File: config.mk
export PLATFORM = sky130hd
export DESIGN_NAME = interval_value_map
export DESIGN_NICKNAME = d
export VERILOG_FILES = /design/src/ivm_pkg.sv /design/src/ivm_ctrl.sv /design/src/ivm_dpath.sv /design/src/interval_value_map.sv
export SDC_FILE = /design/constraint.sdc
export NUM_CORES = 2
export LEC_CHECK = 0
export BUFFER_PORTS_ARGS = -buffer_cell sky130_fd_sc_hd__buf_2
export CAP_MARGIN = 20
export CORE_ASPECT_RATIO = 1.2
export CORE_MARGIN = 1.5
export CORE_UTILIZATION = 63
export CTS_BUF_LIST = sky130_fd_sc_hd__clkbuf_8 sky130_fd_sc_hd__clkbuf_16
export DETAILED_ROUTE_END_ITERATION = 10
export PLACE_DENSITY = 0.77
export REMOVE_ABC_BUFFERS = 1
export SLEW_MARGIN = 20
export SYNTH_ARGS = -nofsm -noshare
export SYNTH_HDL_FRONTEND = slang
export SYNTH_SLANG_ARGS = --single-unit
File: constraint.sdc
create_clock -name clk -period 13.23 [get_ports clk]
set_input_delay 2.646 -clock clk [delete_from_list [all_inputs] [get_ports clk]]
set_output_delay 2.646 -clock clk [all_outputs]
set_load 0.01 [all_outputs]
File: src/ivm_pkg.sv
`default_nettype none
package ivm_pkg;

	localparam logic [2:0] FUNC_ASSIGN   = 3'd0;
	localparam logic [2:0] FUNC_LOOKUP   = 3'd1;
	localparam logic [2:0] FUNC_NEXT_ANY = 3'd2;
	localparam logic [2:0] FUNC_NEXT_EQ  = 3'd3;
	localparam logic [2:0] FUNC_NEXT_NE  = 3'd4;

	localparam logic signed [33:0] TOP_END = 34'sd2147483648;
	localparam logic signed [33:0] LEN_MAX = 34'sd4294967295;

	typedef enum logic [3:0] {
		ST_IDLE,
		ST_DISP,
		ST_FETCH,
		ST_LEFT,
		ST_NEW,
		ST_RIGHT,
		ST_TAIL,
		ST_FLUSH,
		ST_QCHK,
		ST_DONE
	} state_t;

	typedef enum logic [1:0] {
		PC_LEFT,
		PC_NEW,
		PC_RIGHT
	} piece_sel_t;

	typedef struct packed {
		logic       load;
		logic       emit;
		piece_sel_t sel;
		logic       flush;
		logic       inc_k;
		logic       hit_take;
		logic       finish;
	} cmd_t;

	typedef struct packed {
		logic is_assign;
		logic is_query;
		logic len_zero;
		logic empty;
		logic lo_lt_s;
		logic hi_gt_e;
		logic new_pend;
		logic last;
		logic hit;
	} sts_t;

endpackage
`default_nettype wire

File: src/ivm_ctrl.sv
`default_nettype none
module ivm_ctrl (
	input  wire logic          clk,
	input  wire logic          arst_n,
	input  wire logic          start,
	input  wire ivm_pkg::sts_t sts,
	output ivm_pkg::cmd_t      cmd,
	output logic               busy,
	output logic               done
);

	ivm_pkg::state_t state_q, state_nx;

	always_ff @(posedge clk or negedge arst_n) begin
		if (!arst_n) begin
			state_q <= ivm_pkg::ST_IDLE;
		end else begin
			state_q <= state_nx;
		end
	end

	always_comb begin
		state_nx = state_q;
		unique case (state_q)
			ivm_pkg::ST_IDLE: if (start) state_nx = ivm_pkg::ST_DISP;
			ivm_pkg::ST_DISP: begin
				priority if (sts.is_assign) begin
					priority if (sts.len_zero) state_nx = ivm_pkg::ST_DONE;
					else if (sts.empty) state_nx = ivm_pkg::ST_TAIL;
					else state_nx = ivm_pkg::ST_FETCH;
				end else if (sts.is_query) begin
					state_nx = sts.empty ? ivm_pkg::ST_DONE : ivm_pkg::ST_FETCH;
				end else begin
					state_nx = ivm_pkg::ST_DONE;
				end
			end
			ivm_pkg::ST_FETCH:
				state_nx = sts.is_assign ? ivm_pkg::ST_LEFT : ivm_pkg::ST_QCHK;
			ivm_pkg::ST_LEFT:  state_nx = ivm_pkg::ST_NEW;
			ivm_pkg::ST_NEW:   state_nx = ivm_pkg::ST_RIGHT;
			ivm_pkg::ST_RIGHT:
				state_nx = sts.last ? ivm_pkg::ST_TAIL : ivm_pkg::ST_FETCH;
			ivm_pkg::ST_TAIL:  state_nx = ivm_pkg::ST_FLUSH;
			ivm_pkg::ST_FLUSH: state_nx = ivm_pkg::ST_DONE;
			ivm_pkg::ST_QCHK: begin
				if (sts.hit || sts.last) state_nx = ivm_pkg::ST_DONE;
				else state_nx = ivm_pkg::ST_FETCH;
			end
			ivm_pkg::ST_DONE:  state_nx = ivm_pkg::ST_IDLE;
			default:           state_nx = ivm_pkg::ST_IDLE;
		endcase
	end

	always_comb begin
		cmd = '0;
		cmd.sel = ivm_pkg::PC_NEW;
		busy = (state_q != ivm_pkg::ST_IDLE);
		done = 1'b0;
		unique case (state_q)
			ivm_pkg::ST_IDLE: cmd.load = start;
			ivm_pkg::ST_LEFT: begin
				cmd.sel = ivm_pkg::PC_LEFT;
				cmd.emit = sts.lo_lt_s;
			end
			ivm_pkg::ST_NEW: begin
				cmd.sel = ivm_pkg::PC_NEW;
				cmd.emit = sts.hi_gt_e && sts.new_pend;
			end
			ivm_pkg::ST_RIGHT: begin
				cmd.sel = ivm_pkg::PC_RIGHT;
				cmd.emit = sts.hi_gt_e;
				cmd.inc_k = 1'b1;
			end
			ivm_pkg::ST_TAIL: begin
				cmd.sel = ivm_pkg::PC_NEW;
				cmd.emit = sts.new_pend;
			end
			ivm_pkg::ST_FLUSH: cmd.flush = 1'b1;
			ivm_pkg::ST_QCHK: begin
				cmd.hit_take = sts.hit;
				cmd.inc_k = !sts.hit;
			end
			ivm_pkg::ST_DONE: begin
				cmd.finish = 1'b1;
				done = 1'b1;
			end
			default: ;
		endcase
	end

endmodule
`default_nettype wire

File: src/ivm_dpath.sv
`default_nettype none
module ivm_dpath #(
	parameter int MAX_INTERVALS = 16
) (
	input  wire logic               clk,
	input  wire logic               arst_n,
	input  wire logic [2:0]         func,
	input  wire logic signed [31:0] position,
	input  wire logic [31:0]        span_length,
	input  wire logic signed [31:0] fill_value,
	input  wire ivm_pkg::cmd_t      cmd,
	output ivm_pkg::sts_t           sts,
	output logic                    found,
	output logic signed [31:0]      out_value,
	output logic signed [31:0]      out_start,
	output logic [31:0]             out_length,
	output logic                    table_full
);

	localparam int IW    = $clog2(MAX_INTERVALS);
	localparam int CW    = $clog2(MAX_INTERVALS + 1);
	localparam int DEPTH = 2 * (1 << IW);
	localparam logic [CW-1:0] MAX_C = CW'(MAX_INTERVALS);

	typedef struct packed {
		logic [31:0] start;
		logic [31:0] len;
		logic [31:0] val;
	} ent_t;

	ent_t mem [DEPTH];
	ent_t rd_q;

	logic [2:0]         func_q;
	logic signed [33:0] s_q, e_q;
	logic [31:0]        len_q;
	logic signed [31:0] val_q;
	logic               new_pend_q;
	logic               bank_q;
	logic [CW-1:0]      count_q, k_q, m_q;
	logic               full_q;
	logic               pv_q;
	logic signed [33:0] plo_q, phi_q;
	logic signed [31:0] pval_q;
	logic               found_q;
	logic signed [31:0] oval_q, ostart_q;
	logic [31:0]        olen_q;

	logic signed [33:0] ent_lo, ent_hi, sum, p_lo, p_hi;
	logic signed [31:0] p_val;
	logic               merge, wr_en, put;
	logic [CW-1:0]      k_next;

	assign ent_lo = {{2{rd_q.start[31]}}, rd_q.start};
	assign ent_hi = ent_lo + $signed({2'b00, rd_q.len});
	assign sum    = {{2{position[31]}}, position} + $signed({2'b00, span_length});
	assign k_next = k_q + 1'b1;

	always_comb begin
		p_val = $signed(rd_q.val);
		unique case (cmd.sel)
			ivm_pkg::PC_LEFT: begin
				p_lo = ent_lo;
				p_hi = (ent_hi < s_q) ? ent_hi : s_q;
			end
			ivm_pkg::PC_RIGHT: begin
				p_lo = (ent_lo > e_q) ? ent_lo : e_q;
				p_hi = ent_hi;
			end
			default: begin
				p_lo  = s_q;
				p_hi  = e_q;
				p_val = val_q;
			end
		endcase
	end

	assign merge = pv_q && (phi_q == p_lo) && (pval_q == p_val)
		&& ((p_hi - plo_q) <= ivm_pkg::LEN_MAX);
	assign put   = pv_q && ((cmd.emit && !merge) || cmd.flush);
	assign wr_en = put && (m_q != MAX_C);

	always_comb begin
		sts.is_assign = (func_q == ivm_pkg::FUNC_ASSIGN);
		sts.is_query  = (func_q == ivm_pkg::FUNC_LOOKUP) || (func_q == ivm_pkg::FUNC_NEXT_ANY)
			|| (func_q == ivm_pkg::FUNC_NEXT_EQ) || (func_q == ivm_pkg::FUNC_NEXT_NE);
		sts.len_zero  = (len_q == '0);
		sts.empty     = (count_q == '0);
		sts.lo_lt_s   = (ent_lo < s_q);
		sts.hi_gt_e   = (ent_hi > e_q);
		sts.new_pend  = new_pend_q;
		sts.last      = (k_next == count_q);
		unique case (func_q)
			ivm_pkg::FUNC_LOOKUP:   sts.hit = (ent_lo <= s_q) && (s_q < ent_hi);
			ivm_pkg::FUNC_NEXT_ANY: sts.hit = (s_q < ent_hi);
			ivm_pkg::FUNC_NEXT_EQ:  sts.hit = (s_q < ent_hi) && ($signed(rd_q.val) == val_q);
			ivm_pkg::FUNC_NEXT_NE:  sts.hit = (s_q < ent_hi) && ($signed(rd_q.val) != val_q);
			default:                sts.hit = 1'b0;
		endcase
	end

	always_ff @(posedge clk) begin
		rd_q <= mem[{bank_q, k_q[IW-1:0]}];
		if (wr_en) begin
			mem[{!bank_q, m_q[IW-1:0]}] <= '{start: plo_q[31:0],
				len: 32'(phi_q - plo_q), val: pval_q};
		end
	end

	always_ff @(posedge clk or negedge arst_n) begin
		if (!arst_n) begin
			bank_q  <= 1'b0;
			count_q <= '0;
		end else if (cmd.finish && sts.is_assign && !sts.len_zero && !full_q) begin
			bank_q  <= !bank_q;
			count_q <= m_q;
		end
	end

	always_ff @(posedge clk) begin
		if (cmd.load) begin
			func_q     <= func;
			s_q        <= {{2{position[31]}}, position};
			e_q        <= (sum > ivm_pkg::TOP_END) ? ivm_pkg::TOP_END : sum;
			len_q      <= span_length;
			val_q      <= fill_value;
			new_pend_q <= (fill_value != '0);
			k_q        <= '0;
			m_q        <= '0;
			full_q     <= 1'b0;
			pv_q       <= 1'b0;
			found_q    <= 1'b0;
			oval_q     <= '0;
			ostart_q   <= '0;
			olen_q     <= '0;
		end else begin
			if (cmd.inc_k) k_q <= k_next;
			if (cmd.emit && cmd.sel == ivm_pkg::PC_NEW) new_pend_q <= 1'b0;
			if (put) begin
				if (m_q == MAX_C) full_q <= 1'b1;
				else m_q <= m_q + 1'b1;
			end
			if (cmd.emit) begin
				pv_q  <= 1'b1;
				phi_q <= p_hi;
				if (!merge) begin
					plo_q  <= p_lo;
					pval_q <= p_val;
				end
			end else if (cmd.flush) begin
				pv_q <= 1'b0;
			end
			if (cmd.hit_take) begin
				found_q  <= 1'b1;
				oval_q   <= $signed(rd_q.val);
				ostart_q <= $signed(rd_q.start);
				olen_q   <= rd_q.len;
			end
		end
	end

	assign found      = found_q;
	assign out_value  = oval_q;
	assign out_start  = ostart_q;
	assign out_length = olen_q;
	assign table_full = full_q && sts.is_assign;

endmodule
`default_nettype wire

File: src/interval_value_map.sv
// channel   signals                                          handshake
// command   func, position, span_length, fill_value          start & !busy
// result    found, out_value, out_start, out_length, table_full  done, one cycle
//
// Assign: fetch/left/new/right steps per entry, one table read port per step.
// Lookup/search: scan to a hit or the last entry; other codes skip the table.
// Reset empties the table at once; no clearing pass.
// busy stays high from acceptance through the done cycle; results cannot stall.
`default_nettype none
module interval_value_map #(
	parameter int MAX_INTERVALS = 16
) (
	input  wire logic               clk,
	input  wire logic               arst_n,
	input  wire logic               start,
	output logic                    busy,
	input  wire logic [2:0]         func,
	input  wire logic signed [31:0] position,
	input  wire logic [31:0]        span_length,
	input  wire logic signed [31:0] fill_value,
	output logic                    done,
	output logic                    found,
	output logic signed [31:0]      out_value,
	output logic signed [31:0]      out_start,
	output logic [31:0]             out_length,
	output logic                    table_full
);

	ivm_pkg::cmd_t cmd;
	ivm_pkg::sts_t sts;

	ivm_ctrl u_ctrl (
		.clk    (clk),
		.arst_n (arst_n),
		.start  (start),
		.sts    (sts),
		.cmd    (cmd),
		.busy   (busy),
		.done   (done)
	);

	ivm_dpath #(.MAX_INTERVALS(MAX_INTERVALS)) u_dpath (
		.clk         (clk),
		.arst_n      (arst_n),
		.func        (func),
		.position    (position),
		.span_length (span_length),
		.fill_value  (fill_value),
		.cmd         (cmd),
		.sts         (sts),
		.found       (found),
		.out_value   (out_value),
		.out_start   (out_start),
		.out_length  (out_length),
		.table_full  (table_full)
	);

endmodule
`default_nettype wire

Yosys cells after proc, flatten, opt, wreduce, memory -nomap -nowiden --
Memory sizes are Yosys's and may differ from the RTL's. A register that Yosys moved wholly into a read port is not among the register bits. Cells that the tools add are included.
Word-level totals: flip-flop bits (word level) 353, latch bits 0, memory bits (writable) 3072, bits in read-only memories 0, logic and storage cells 128, memories kept 1
Memory list:
- u_dpath.mem | words 32, width 96, read ports 1, clocked after Yosys merged registers in 1, wr ports 1, RTL line ivm_dpath.sv:31 | ent_t mem [DEPTH];
Operators by class: $add $sub $neg 6, $mul 0, divide/modulo/power cells 0, order comparisons 8, equality and inequality tests 23, shift-type cells 0, muxes and demuxes 28, bitwise operators 3, reductions and logical operators 39
Operators with widths (number):
- case mux 34 bit (2 select lines) | 2
- adder 32 x 33 -> 34 bit | 2
- 2-to-1 mux 34 bit | 2
- equality test 32 bit | 2
- case mux 4 bit (9 select lines) | 1
- equality test 34 bit | 1
- > comparator 32 x 34 -> 1 bit | 1
- > comparator 34 x 33 -> 1 bit, second input constant | 1
- > comparator 34 bit | 1
- less-or-equal comparator 34 x 33 -> 1 bit, second input constant | 1
- less-than comparator 32 x 34 -> 1 bit | 1
- less-than comparator 34 x 32 -> 1 bit | 1
- subtractor 34 bit | 1
- less-or-equal comparator 32 bit | 1
- zero test 32 bit | 1
- less-than comparator 32 bit | 1
- 2-to-1 mux 32 bit | 1
- inequality test 32 bit | 1
- nonzero test 32 bit | 1
- subtractor 32 bit | 1
- 2-to-1 mux 4 bit | 7
- equality test 4 x 3 -> 1 bit, second input constant | 4
- logical AND 1 bit | 15
- case mux 3 bit (4 select lines) | 1
- other kinds (29) | 56

Logic depth before layout (Yosys ltp) --
depth in word-level cells 17, mapped depth 40, depth with buffers taken out 37

Hierarchy --
From an unflattened synthesis, not the netlist that was laid out.
Unflattened totals: cells, all modules 7123, area, all modules 143226.1 µm²
Modules (own cells, without submodules):
- ivm_dpath | times used 1, cells an instance 7068, area an instance 142807.0 µm²
- ivm_ctrl | times used 1, cells an instance 55, area an instance 419.2 µm²

Worst setup path before layout --
OpenSTA, ideal clock, no wires.
kind reg-to-reg, start register u_dpath.ent_lo[1] (netlist name), end memory u_dpath.mem[13][0] in the netlist's numbering (enable), setup time 0.552 ns, arrival time 11.522 ns, setup slack 1.156 ns, cell stages (with the launch flop) 36, path buffers 2, path through dfxtp_1 -> ha_1 -> a211o_1 -> a211oi_1 -> o32ai_1 -> o41ai_1 -> a21oi_1 -> a21boi_0 -> nor2b_1 -> o21ai_0 -> nand2b_1 -> xnor2_1 -> ha_1 -> a21o_1 -> a21o_1 -> a21oi_1 -> o31ai_1 -> o21ai_0 -> o211ai_1 -> nand2_1 -> buf_1 -> mux2i_1 -> o21ai_0 -> ha_1 -> nand4_1 -> nor4bb_1 -> nand4_1 -> or4_1 -> o221ai_1 -> xor2_1 -> o41a_1 -> a31oi_1 -> or4b_1 -> buf_4 -> nand3_2 -> nor2_1
Between the ends: word-level cells in the longest chain between the ends 14, elaborated cells between the ends (all ways) 24, classes of those cells add/sub (2); order compare (5); eq/ne (1); mux (7); reduce/logical (9)
Ends and longest elaborated chain:
- adder 32 x 33 -> 34 bit * | RTL line ivm_dpath.sv:55 | assign ent_hi = ent_lo + $signed({2'b00, rd_q.len});
- less-than comparator 34 x 32 -> 1 bit | RTL line ivm_dpath.sv:64 | p_hi = (ent_hi < s_q) ? ent_hi : s_q;
- 2-to-1 mux 34 bit | RTL line ivm_dpath.sv:64
- case mux 34 bit (2 select lines) * | RTL line ivm_dpath.sv:61 | unique case (cmd.sel)
- via u_dpath.p_hi[27] | RTL line ivm_dpath.sv:49 | logic signed [33:0] ent_lo, ent_hi, sum, p_lo, p_hi;
- subtractor 34 bit * | RTL line ivm_dpath.sv:79 | && ((p_hi - plo_q) <= ivm_pkg::LEN_MAX);
- less-or-equal comparator 34 x 33 -> 1 bit * | RTL line ivm_dpath.sv:79
- logical AND 1 bit * | RTL line ivm_dpath.sv:79
- zero test 1 bit * | RTL line ivm_dpath.sv:80 | assign put = pv_q && ((cmd.emit && !merge) || cmd.flush);
- logical AND 1 bit * | RTL line ivm_dpath.sv:80
- logical OR 1 bit * | RTL line ivm_dpath.sv:80
- logical AND 1 bit * | RTL line ivm_dpath.sv:80
- logical AND 1 bit * | RTL line ivm_dpath.sv:81 | assign wr_en = put && (m_q != MAX_C);
- 2-to-1 mux 1 bit * | RTL line ivm_dpath.sv:104 | if (wr_en) begin
- 2-to-1 mux 1 bit (not written as such) * | RTL line ivm_dpath.sv:105 | mem[{!bank_q, m_q[IW-1:0]}] <= '{start: plo_q[31:0],
- end, declared | RTL line ivm_dpath.sv:31
The timed path passes the listed nets; every way through them passes the cells marked *.

Final worst setup path --
start register u_dpath.ent_lo[0] (netlist name), end memory u_dpath.mem[20][82] in the netlist's numbering (enable)
Between the ends: word-level cells in the longest chain between the ends 14, elaborated cells between the ends (all ways) 24, classes of those cells add/sub (2); order compare (5); eq/ne (1); mux (7); reduce/logical (9)
Ends and longest elaborated chain (RTL line):
- adder 32 x 33 -> 34 bit * | ivm_dpath.sv:55
- less-than comparator 34 x 32 -> 1 bit | ivm_dpath.sv:64
- 2-to-1 mux 34 bit | ivm_dpath.sv:64
- case mux 34 bit (2 select lines) * | ivm_dpath.sv:61
- via u_dpath.p_hi[18] | ivm_dpath.sv:49
- subtractor 34 bit * | ivm_dpath.sv:79
- less-or-equal comparator 34 x 33 -> 1 bit * | ivm_dpath.sv:79
- logical AND 1 bit * | ivm_dpath.sv:79
- zero test 1 bit * | ivm_dpath.sv:80
- logical AND 1 bit * | ivm_dpath.sv:80
- logical OR 1 bit * | ivm_dpath.sv:80
- logical AND 1 bit * | ivm_dpath.sv:80
- logical AND 1 bit * | ivm_dpath.sv:81
- 2-to-1 mux 1 bit * | ivm_dpath.sv:104
- 2-to-1 mux 1 bit (not written as such) * | ivm_dpath.sv:105
Marked as above.

==> impl_metrics.env <==
export IMPL_criticalPathCategory="reg2reg"
export IMPL_die_width_um=438
export IMPL_min_path_type="reg2reg"
export IMPL_ys_ff_latch=3521
export IMPL_layout_common_cells="edfxtp_1, mux4_2, clkbuf_16"
export IMPL_min_period_ns=12.38
export IMPL_met2WireLength_um=216000
export IMPL_dr_pass1_iters=8
export IMPL_ys_flop_type="edfxtp_1"
export IMPL_area_delta_synth_final_pct=12.6
export IMPL_rsz0062_at_grt="no"
export IMPL_period_share_pct=93.6
export IMPL_drt_met1_wl_um=152000
export IMPL_synth_edf_count=3306
export IMPL_cp_start_kind="flip-flop"
export IMPL_fin_util_pct=71.4
export IMPL_vias_per_cell=7.26
export IMPL_slew_violations=0
export IMPL_cts_tree="done"
export IMPL_outcome="finished, final reports clean"
export IMPL_ff2ff_setup_slack_ns=0.85
export IMPL_cts_hold_buffers=0
export IMPL_grt_pass1_vias=78000
export IMPL_hold_violations=0
export IMPL_avgRoutedWirePerCell_um=40.9
export IMPL_portBuffers=201
export IMPL_end_kind="flip-flop"
export IMPL_max_freq_ghz=0.0808
export IMPL_async_flop_share_pct=0.284
export IMPL_drive_above_1_share_pct=26.5
export IMPL_cpPeakStageDelay_ns=0.89
export IMPL_die_y_um=525
export IMPL_r2r_end="u_dpath.mem[20][82]"
export IMPL_start_util_pct=63.4
export IMPL_vias=79500
export IMPL_synth_xor_area_share_pct=0.997
export IMPL_numClockSinks=3521
export IMPL_ioPinCount=202
export IMPL_skew_ns=0.0675
export IMPL_holdPathStages=2
export IMPL_synth_top_cells_by_area="edfxtp_1, mux4_2, dfxtp_1"
export IMPL_yosysSeqAreaShare_pct=72.3
export IMPL_grt_pass1_wl_um=620000
export IMPL_overflow=0
export IMPL_cts_root_buf="clkbuf_16"
export IMPL_leakage_nw=53.7
export IMPL_yosys_area_share_simple_pct=2.82
export IMPL_synth_top_area_share_pct=69.3
export IMPL_synth_top_family_by_area="multiplexers"
export IMPL_cp_slowest_cell="nor2_4"
export IMPL_final_common_cell="edfxtp_1"
export IMPL_dpl_hpwl_um=274000
export IMPL_ff2ff_path_depth=37
export IMPL_wl_met3_um=52500
export IMPL_cp_depth=37
export IMPL_clk_pin_slew_worst_paths_ns=0.07
export IMPL_finalNetCount=8050
export IMPL_powerDensity_nw_per_um2=245
export IMPL_clk_latency_ns=0.92
export IMPL_synthAdderAreaFrac_pct=2.41
export IMPL_hold_start="u_dpath.found"
export IMPL_cts_buffer_depth=4
export IMPL_cp_top_family="compound AO/OA/AOI/OAI gates"
export IMPL_grt_use_total_pct=39.1
export IMPL_grt_max_degree=147
export IMPL_placed_cells=10300
export IMPL_ant_nets=0
export IMPL_cts_resized=0
export IMPL_worstPathBufferInverterCount=3
export IMPL_dieArea_um2=230000
export IMPL_tightest_slew_ns=1.20
export IMPL_crit_fanout=33
export IMPL_routed_wl_um=448000
export IMPL_h_tree_depth=5
export IMPL_antenna_found_initial=67
export IMPL_synthCells=7205
export IMPL_syn_area_per_cell_um2=19.9
export IMPL_cap_viol_max_count=0
export IMPL_gp_congestion=0.980
export IMPL_synth_cell_types=88
export IMPL_yosysTopAreaCell="edfxtp_1"
export IMPL_core_area_um2=226000
export IMPL_cts_buffers=335
export IMPL_p_total_mw=39.5
export IMPL_reg2reg_from="u_dpath.ent_lo[0]"
export IMPL_row_count=191
export IMPL_relSlewSlack_pct=19.5
export IMPL_synthMuxAreaShare_pct=16.7
export IMPL_setup_viol=0
export IMPL_postCtsSetupBuffers=0
export IMPL_top_layer="met5"
export IMPL_final_cells=11000
export IMPL_drt_iter0_drc=11800
export IMPL_synth_compound_area_share_pct=3.28
export IMPL_worstHoldEndpoint="u_dpath.found"
export IMPL_yosys_warnings=0
export IMPL_required_ns=13.77
export IMPL_cp_arrival_ns=12.92
export IMPL_irDropWorstVdd_v=0.000250
export IMPL_route_detailed_drc=0
export IMPL_synth_area_um2=143000
export IMPL_crit_start="u_dpath.ent_lo[0]"
[area by class of cell]
cell class | count | area (um^2)
flip-flops and latches | 3521 | 104000
fillers | 12800 | 64500
multi-input cells | 3135 | 38300
clock buffers | 357 | 8780
repair buffers | 451 | 3890
well taps | 2991 | 3740
clock inverters | 252 | 2020
inverters | 231 | 875
diodes | 21 | 52.6
[worst max-delay path by stage]
stage               slack [ns]             endpoint
floorplan               -21.43    u_ctrl.state_q[0]
global placement          1.32  u_dpath.mem[20][69]
detailed placement        1.25  u_dpath.mem[20][69]
CTS                       1.18  u_dpath.mem[14][93]
global route              0.52  u_dpath.mem[20][82]
finish                    0.85  u_dpath.mem[20][82]
[through the flow]
step	worst slack [ns]	TNS, ns	area (um^2)	hold WS (ns)
after floorplan	-21.43	-7664.51	142000	0.442
after global placement	1.32	0	150000	0.452
after detailed placement	1.25	0	150000	0.450
after CTS	1.18	0	161000	0.459
after global routing	0.521	0	161000	0.486
final	0.850	0	161000	0.454
[registers in the layout, summed over array words and instances, names as in the netlist, 4 cells and up]
name,cells
u_dpath.mem,3072
u_dpath.rd_q,64
u_dpath.e_q,34
u_dpath.phi_q,34
u_dpath.plo_q,34
u_dpath.ent_lo,32
u_dpath.len_q,32
u_dpath.out_length,32
u_dpath.out_start,32
u_dpath.out_value,32
u_dpath.pval_q,32
u_dpath.s_q,32
u_dpath.val_q,32
u_dpath.count_q,5
u_dpath.k_q,5
u_dpath.m_q,5
u_ctrl.state_q,4
[routing by layer]
| metal | track usage (%) | vias to the layer above |
|---|---|---|
| li1 | - | 30700 |
| met1 | 51.5 | 41200 |
| met2 | 61.9 | 6412 |
| met3 | 9.01 | 1159 |
| met4 | 20.0 | 42 |
| met5 | 0 | - |
[cells by family (layout without fill, tap and decap cells)]
| kind of cell | after synthesis | count (layout) |
|---|---|---|
| flops | 3521 | 3521 |
| xor+xnor | 163 | 163 |
| other cells | 0 | 21 |
| buf+inv | 549 | 1291 |
| fa+ha+maj | 273 | 273 |
| mux | 1180 | 1180 |
| compound gates | 693 | 693 |
| simple gates | 826 | 826 |
[where the power goes]
part	total (mW)	leakage, nW	switching, mW	internal (mW)
sequential	15.8	31.6	1.06	14.8
clock	9.60	5.53	4.25	5.36
combinational	14.0	16.6	8.99	5.02
total	39.5	53.7	14.3	25.2
[synthesized netlist by cell type (8+ instances only)]
master	count
a21o_1	85
dfrtp_1	10
a211oi_1	22
or2_2	10
o211ai_1	21
nand3b_1	22
a31oi_1	15
o31ai_1	14
ha_1	269
a21boi_0	13
clkbuf_1	256
mux2i_1	119
nor2b_1	38
xnor2_1	75
o22ai_1	17
edfxtp_1	3306
and2_1	10
o21ai_0	150
a21oi_1	137
nor2_1	270
or3_1	19
nor3_1	42
dfxtp_1	205
and3_1	21
a221oi_1	11
nor4_1	41
inv_1	230
nand2_1	188
a22oi_1	37
mux2_2	101
a2111oi_0	21
mux4_2	960
or4_1	8
buf_1	60
nand2b_1	26
nand4_1	54
nand3_1	48
o221ai_1	9
xor2_1	88
o21a_1	34
and4_1	12
a211o_1	21
[worst min-delay path, cell delays in order, from the launching register on]
cell and delay [ns]:
dfxtp_1 0.31, inv_1 0.05, a21oi_1 0.05
(Power assumes the default switching activity.)
